===== config.mk =====
export PLATFORM = sky130hd
export DESIGN_NAME = sorted_array_priority_queue
export DESIGN_NICKNAME = d
export VERILOG_FILES = /design/src/sapq_pkg.sv /design/src/sapq_datapath.sv /design/src/sapq_ctrl.sv /design/src/sorted_array_priority_queue.sv
export SDC_FILE = /design/constraint.sdc
export NUM_CORES = 1
export LEC_CHECK = 0
export ABC_CLOCK_PERIOD_IN_PS = 5650
export BUFFER_PORTS_ARGS = -buffer_cell sky130_fd_sc_hd__buf_2
export CORE_AREA = 2 2 289 291
export DETAILED_ROUTE_END_ITERATION = 7
export DIE_AREA = 0 0 291 293
export PLACE_DENSITY = 0.73
export SYNTH_ARGS = -nofsm -noshare
export SYNTH_HDL_FRONTEND = slang
export SYNTH_SLANG_ARGS = --single-unit
export TNS_END_PERCENT = 100

===== constraint.sdc =====
create_clock -name clk -period 5.65 [get_ports clk]
set_clock_uncertainty 0.15 [all_clocks]
set_input_delay 0.2825 -clock clk [delete_from_list [all_inputs] [get_ports clk]]
set_output_delay 0.2825 -clock clk [all_outputs]
set_load 0.05 [all_outputs]

===== src/sapq_pkg.sv =====
// ----------------------------------------------------------------------------
// sapq_pkg
// Shared types and constants for the sorted array priority queue: store
// geometry, command and status codes, payload structs, and the control and
// status bundles passed between controller and datapath.
// ----------------------------------------------------------------------------
package sapq_pkg;

  // Store geometry
  localparam int DEPTH = 32;
  localparam int AW    = $clog2(DEPTH);      // slot index width
  localparam int CW    = $clog2(DEPTH + 1);  // entry count width

  // Command codes
  localparam logic [1:0] CMD_ENQ  = 2'd0;
  localparam logic [1:0] CMD_DEQ  = 2'd1;
  localparam logic [1:0] CMD_SIZE = 2'd2;

  // Status codes
  localparam logic [1:0] ST_OK        = 2'd0;
  localparam logic [1:0] ST_OVERFLOW  = 2'd1;
  localparam logic [1:0] ST_UNDERFLOW = 2'd2;

  // Request payload
  typedef struct packed {
    logic [1:0]         command;
    logic signed [31:0] value;
  } sapq_req_t;

  // Result payload
  typedef struct packed {
    logic [1:0]         status;
    logic signed [31:0] data;
    logic [5:0]         count;
  } sapq_rsp_t;

  // Controller to datapath commands
  typedef struct packed {
    logic       load_item;   // capture request
    logic       pos_load_cnt; // scan position starts at tail
    logic       pos_load_one; // position one, reads the head slot
    logic       pos_dec;     // step scan toward the head
    logic       wr_val;      // write request value at scan position
    logic       wr_rdata;    // move read entry up one slot
    logic       head_inc;    // drop the head entry
    logic       cnt_inc;
    logic       cnt_dec;
    logic       respond;     // issue a result
    logic [1:0] rsp_status;
    logic       rsp_data;    // result data is the read entry, else zero
  } sapq_ctrl_t;

  // Datapath to controller status
  typedef struct packed {
    logic [1:0] command;
    logic       empty;
    logic       full;
    logic       greater;  // read entry is greater than request value
    logic       pos_one;  // scan position is one
  } sapq_stat_t;

endpackage


===== src/sapq_datapath.sv =====
// ----------------------------------------------------------------------------
// sapq_datapath
// Circular sorted store with one write and one registered read port, head
// pointer, entry count, scan position, compare and result register.
// ----------------------------------------------------------------------------
module sapq_datapath
  import sapq_pkg::*;
(
  input  logic       clk,
  input  logic       rst,
  input  sapq_req_t  item,
  input  sapq_ctrl_t ctrl,
  output sapq_stat_t stat,
  output logic       done,
  output sapq_rsp_t  result
);

  logic signed [31:0] mem [DEPTH];
  logic signed [31:0] rdata;
  sapq_req_t          req;
  logic [AW-1:0]      head;
  logic [AW-1:0]      pos;
  logic [AW-1:0]      pos_next;
  logic [CW-1:0]      count;
  logic [CW-1:0]      count_next;
  logic [AW-1:0]      raddr;
  logic [AW-1:0]      waddr;
  logic               we;
  logic signed [31:0] wdata;

  // Logical slot to physical slot, head relative
  function automatic logic [AW-1:0] phys(input logic [AW-1:0] h,
                                         input logic [AW-1:0] l);
    logic [AW:0] sum;
    sum = {1'b0, h} + {1'b0, l};
    if (sum >= (AW+1)'(DEPTH)) begin
      sum = sum - (AW+1)'(DEPTH);
    end
    return sum[AW-1:0];
  endfunction

  // Scan position update
  always_comb begin
    priority if (ctrl.pos_load_cnt) begin
      pos_next = count[AW-1:0];
    end else if (ctrl.pos_load_one) begin
      pos_next = AW'(1);
    end else if (ctrl.pos_dec) begin
      pos_next = pos - AW'(1);
    end else begin
      pos_next = pos;
    end
  end

  // Count update
  always_comb begin
    priority if (ctrl.cnt_inc) begin
      count_next = count + CW'(1);
    end else if (ctrl.cnt_dec) begin
      count_next = count - CW'(1);
    end else begin
      count_next = count;
    end
  end

  // Memory port addressing: always prefetch the slot below the next position
  assign raddr = phys(head, pos_next - AW'(1));
  assign waddr = phys(head, pos);
  assign we    = ctrl.wr_val | ctrl.wr_rdata;
  assign wdata = ctrl.wr_rdata ? rdata : req.value;

  always_ff @(posedge clk) begin
    if (we) begin
      mem[waddr] <= wdata;
    end
    rdata <= mem[raddr];
  end

  // Request and scan registers
  always_ff @(posedge clk) begin
    if (ctrl.load_item) begin
      req <= item;
    end
    pos <= pos_next;
  end

  // Control registers
  always_ff @(posedge clk) begin
    if (rst) begin
      head  <= '0;
      count <= '0;
      done  <= 1'b0;
    end else begin
      count <= count_next;
      done  <= ctrl.respond;
      if (ctrl.head_inc) begin
        head <= (head == AW'(DEPTH - 1)) ? '0 : head + AW'(1);
      end
    end
  end

  // Result register
  always_ff @(posedge clk) begin
    if (ctrl.respond) begin
      result.status <= ctrl.rsp_status;
      result.data   <= ctrl.rsp_data ? rdata : 32'sd0;
      result.count  <= 6'(count_next);
    end
  end

  // Status to controller
  assign stat.command = req.command;
  assign stat.empty   = (count == '0);
  assign stat.full    = (count == CW'(DEPTH));
  assign stat.greater = (rdata > req.value);
  assign stat.pos_one = (pos == AW'(1));

endmodule


===== src/sapq_ctrl.sv =====
// ----------------------------------------------------------------------------
// sapq_ctrl
// Command sequencer: decodes each request, runs the insertion scan one slot
// per cycle, and issues the single result of every request.
// ----------------------------------------------------------------------------
module sapq_ctrl
  import sapq_pkg::*;
(
  input  logic       clk,
  input  logic       rst,
  input  logic       start,
  input  sapq_stat_t stat,
  output logic       busy,
  output sapq_ctrl_t ctrl
);

  localparam logic [2:0] S_IDLE     = 3'd0;
  localparam logic [2:0] S_EXEC     = 3'd1;
  localparam logic [2:0] S_ENQ_SCAN = 3'd2;
  localparam logic [2:0] S_ENQ_PUT  = 3'd3;
  localparam logic [2:0] S_DEQ_OUT  = 3'd4;

  logic [2:0] state;
  logic [2:0] state_next;

  always_ff @(posedge clk) begin
    if (rst) begin
      state <= S_IDLE;
    end else begin
      state <= state_next;
    end
  end

  assign busy = (state != S_IDLE);

  // Next state and commands
  always_comb begin
    state_next = state;
    ctrl       = '0;
    ctrl.rsp_status = ST_OK;
    unique case (state)
      S_IDLE: begin
        if (start) begin
          ctrl.load_item = 1'b1;
          state_next     = S_EXEC;
        end
      end
      S_EXEC: begin
        unique case (stat.command)
          CMD_ENQ: begin
            if (stat.full) begin
              ctrl.respond    = 1'b1;
              ctrl.rsp_status = ST_OVERFLOW;
              state_next      = S_IDLE;
            end else begin
              ctrl.pos_load_cnt = 1'b1;
              state_next        = stat.empty ? S_ENQ_PUT : S_ENQ_SCAN;
            end
          end
          CMD_DEQ: begin
            if (stat.empty) begin
              ctrl.respond    = 1'b1;
              ctrl.rsp_status = ST_UNDERFLOW;
              state_next      = S_IDLE;
            end else begin
              ctrl.pos_load_one = 1'b1;
              state_next        = S_DEQ_OUT;
            end
          end
          CMD_SIZE: begin
            ctrl.respond    = 1'b1;
            ctrl.rsp_status = stat.empty ? ST_UNDERFLOW : ST_OK;
            state_next      = S_IDLE;
          end
          default: begin
            // unused code: no change, plain result
            ctrl.respond = 1'b1;
            state_next   = S_IDLE;
          end
        endcase
      end
      S_ENQ_SCAN: begin
        if (stat.greater) begin
          // move larger entry up, keep scanning toward the head
          ctrl.wr_rdata = 1'b1;
          ctrl.pos_dec  = 1'b1;
          if (stat.pos_one) begin
            state_next = S_ENQ_PUT;
          end
        end else begin
          ctrl.wr_val  = 1'b1;
          ctrl.cnt_inc = 1'b1;
          ctrl.respond = 1'b1;
          state_next   = S_IDLE;
        end
      end
      S_ENQ_PUT: begin
        ctrl.wr_val  = 1'b1;
        ctrl.cnt_inc = 1'b1;
        ctrl.respond = 1'b1;
        state_next   = S_IDLE;
      end
      S_DEQ_OUT: begin
        ctrl.head_inc = 1'b1;
        ctrl.cnt_dec  = 1'b1;
        ctrl.respond  = 1'b1;
        ctrl.rsp_data = 1'b1;
        state_next    = S_IDLE;
      end
      default: begin
        state_next = S_IDLE;
      end
    endcase
  end

endmodule


===== src/sorted_array_priority_queue.sv =====
// ----------------------------------------------------------------------------
// sorted_array_priority_queue
// Ascending priority queue of signed 32-bit values in a sorted circular store.
// ----------------------------------------------------------------------------
// Usage:
//   A request (item: command, value) transfers at a rising edge with start
//   high and busy low. Commands: enqueue, dequeue smallest, query size.
//   Each request gives exactly one result on result, valid for the single
//   cycle that done is high; the receiver cannot stall it.
//   Each request passes through an execute state; size query, overflow,
//   underflow and unused code respond from there. Dequeue responds once the
//   head slot is read out of the store's read port. Enqueue scans past the
//   m stored entries greater than the value; the insertion scan moves one
//   entry per cycle through the single memory write port.
//   busy stays high until the result cycle; a new request can transfer at
//   the edge that ends the result cycle. One request is in flight at a time.
//   Reset clears the count and head pointer; the queue is empty and ready
//   in the first cycle after reset. No clearing pass runs over the store.
// ----------------------------------------------------------------------------
module sorted_array_priority_queue
  import sapq_pkg::*;
(
  input  logic      clk,
  input  logic      rst,
  input  logic      start,
  input  sapq_req_t item,
  output logic      busy,
  output logic      done,
  output sapq_rsp_t result
);

  sapq_ctrl_t ctrl;
  sapq_stat_t stat;

  // Sequencer
  sapq_ctrl u_ctrl (
    .clk   (clk),
    .rst   (rst),
    .start (start),
    .stat  (stat),
    .busy  (busy),
    .ctrl  (ctrl)
  );

  // Store and result datapath
  sapq_datapath u_datapath (
    .clk    (clk),
    .rst    (rst),
    .item   (item),
    .ctrl   (ctrl),
    .stat   (stat),
    .done   (done),
    .result (result)
  );

endmodule


==> impl_results.md <==
* Ports at 79
* CTS tree: done
* Initial antenna violation count at 3
* Family with the most delay on the worst path: compound AO/OA/AOI/OAI gates
* Largest net degree at the start of global routing at 64
* Cells after DPL at 3,290
* Finished Layout Cells at 3,550
* CORE AREA at roughly 82,000 um2
* Setup crit end kind: register
* CP max-delay cell: fa_4
* DRC at 0
* Total of max-cap violations at 0
* Pre-antenna DRT Iters at 5
* Die Y at around 290 um
* GPL Wtd Cong at 0.843
* Synth Net Count at approximately 2,100
* Post-DRT Antenna Nets at 0
* DR WL/cell at 31.3 um
* Clk slew on worst S/H paths at 0.06 ns
* Post-Layout Inst Area at 52,900 um2
* Synth area leaders: edfxtp_1 (73%), mux4_2 (16%), dfxtp_1 (2.3%), ha_1 (1.4%), mux2_4 (1.0%)
* Post-synth EDFFs at 1,098
* Dpl ws at -0.241 ns
* #FFs+latches synth at 1,150
* Yosys warns at 0
* Multi-input gate area at 10,900 um2
* First-pass GRT wire length at approximately 160,000 um
* Largest area contributor in the netlist: edfxtp_1
* CTS sink count at approximately 1,200
* Endpoints failing setup at 17
* Slowest stage delay, CP at 0.43 ns
* Clock Path Buffers at 3
* DIE AREA at 85,300 um2
* VDD IR max at about 350 uV
* HPWL Detailed at approximately 65,000 um
* Ys flop type: edfxtp_1
* WP data arrival at 6.08 ns
* Final Total Pwr at 28.9 mW
* I/O Buffers at 78
* Fmax at 0.176 GHz
* Die width at 291 um
* Register area share after synthesis at ~76%
* Crit path buf inv count at 8
* Most common cell after layout, fill and taps aside: edfxtp_1
* Register area at between 30,000 and 40,000 um2
* Cell variety after synth at 58
* Total gr overflow at 0
* Relative slew slack at ~6.3%
* Vias post-DR at 22,700
* Mapped Avg Cell Area at between 20 and 25 um2
* Starting Density at 54.8%
* Worst Tran Pin Value at 1.40 ns
* Cell Pwr Density at 545 nW/um2
* CTS root buf: clkbuf_16
* Setup total negative slack at -0.109 ns
* Setup CP Type: register to register
* CP max FO at 7
* ANT cells at 0
* DR vias/cell at 6.41
* Fraction of the cycle the final worst path needs at 100%
* Number of buffers created by CTS at 111
* Routed wire length at 111,000 um
* Final min period at 5.67 ns
* Failing checks: setup timing
* Hold Crit Class: input port to register
* P_leak at about 18 nW
* Dpl cell area at between 40,000 and 50,000 um2
* Syn Inst Count at 2,041
* Synth-to-layout area growth at 18.0%
* Fin worst setup slack at -0.0183 ns
* Fraction of layout cells with a size suffix above 1 at 36.7%
* Run status: finished, violations left
* Final slew viol count at 0
* H-Tree Depth at 3
* Most frequent cells in the layout: edfxtp_1 (1,098), mux4_2 (320), buf_4 (163)
* DR iter-0 viols at 2,817
* RSZ-0062 raised after global routing: yes
* Row count at 105
* Async S/R FF share, synth at 0%
* # nets final at 2,476
* Fin. Hold Viols at 0
* Total GRT Usage at a little over a quarter
* Vias in the first global route at 22,800
* Clk_lat worst skew at between 0.6 and 0.7 ns
* Synthesized area at 44,900 um2
* CP startpoint kind: register
* Post-synth top area share at 73.5%
* Crit path required time at 6.06 ns
* Fill count at roughly 5,000
==> worst reg2reg max path: cells and delay by family (launching register included) <==
kind	cells	cell delay, ns
compound gates	7	1.33
xor+xnor	3	0.44
fa+ha+maj	3	0.98
buf+inv	8	1.09
flops	1	0.40
mux	1	0.33
simple gates	4	0.84
==> cell families (layout without fill, tap and decap cells) <==
family / after synthesis / count (layout) / synth area share, %
adders and majority gates: 53 / 53 / 1.51
buffers and inverters: 139 / 578 / 1.21
and+or+nand+nor: 216 / 216 / 2.48
muxes: 355 / 355 / 17.2
xor gates and xnor gates: 21 / 21 / 0.427
DFF: 1150 / 1150 / 75.8
AOI/OAI and AO/OA: 107 / 107 / 1.40
==> state kept, by name (all words and copies together) (netlist names) <==
register,count
u_datapath.pos,5
u_datapath.mem,1024
u_datapath.result,40
u_datapath.head,5
u_datapath.req,32
u_datapath.rdata,32
u_datapath.count,6
u_datapath.done,1
u_datapath.stat,2
u_ctrl.state,3
==> routing by layer <==
metal  GRT usage (%)  wire length, um  vias to the layer above
met4            8.28             3310                        0
met2            42.2            54300                     1325
met5               0                0                        -
li1                -                -                     9214
met1            37.1            42700                    12000
met3            4.49            10900                      195
==> cell type report <==
cell class | count | share of cell area (%)
flip-flops and latches | 1150 | 64.3
inverters | 44 | 0.312
clock inverters | 50 | 0.839
clock buffers | 157 | 5.93
well taps | 1070 | 2.53
repair buffers | 327 | 5.62
multi-input cells | 752 | 20.5
==> power breakdown <==
group / internal [mW] / switching, mW
Combinational: 6.41 / 5.28
Clock: 4.14 / 3.09
Sequential: 9.72 / 0.195
==> synthesized netlist by cell type (all sizes together) (4+ instances only) <==
master  instances
nor2           49
and2            6
clkbuf         66
ha             51
nand2b          4
xnor2           9
and3           33
nand3b          4
o21ai          46
dfxtp          52
mux4          320
mux2           33
nor3            6
buf            29
nand3           5
a21oi          30
nand4           8
edfxtp       1098
nor2b          13
a21o            8
nand2          68
xor2           12
inv            44
==> metrics by stage <==
step / hold slack, ns / util [%]
2_1_floorplan: 0.204 / -
3_3_place_gp: 0.317 / 59.3
3_5_place_dp: 0.311 / 59.3
4_1_cts: 0.150 / 64.3
5_1_grt: 0.181 / 64.7
6_report: 0.173 / 64.7
==> worst paths after layout <==
check | start | to | slack (ns) | cells after the start
max | u_datapath.req[17] | u_datapath.rdata[19] | -0.02 | 26
min | item[19] | u_datapath.req[19] | 0.17 | 2
max reg2reg | u_datapath.req[17] | u_datapath.rdata[19] | -0.02 | 26
min reg2reg | u_datapath.head[4] | u_datapath.head[4] | 0.41 | 2
==> timing repair <==
| item | 4_1_cts | 5_1_grt |
|---|---|---|
| buffers inserted | 5 | 10 |
| gates cloned | 1 | 1 |
| hold buffers | 36 | 0 |
| setup endpoints to repair | 32 | 32 |
| gates resized for setup | 19 | 38 |
| hold endpoints to repair | 52 | 0 |
| pin swaps | 11 | 23 |
Note: power is estimated with default switching activity, not from simulation.
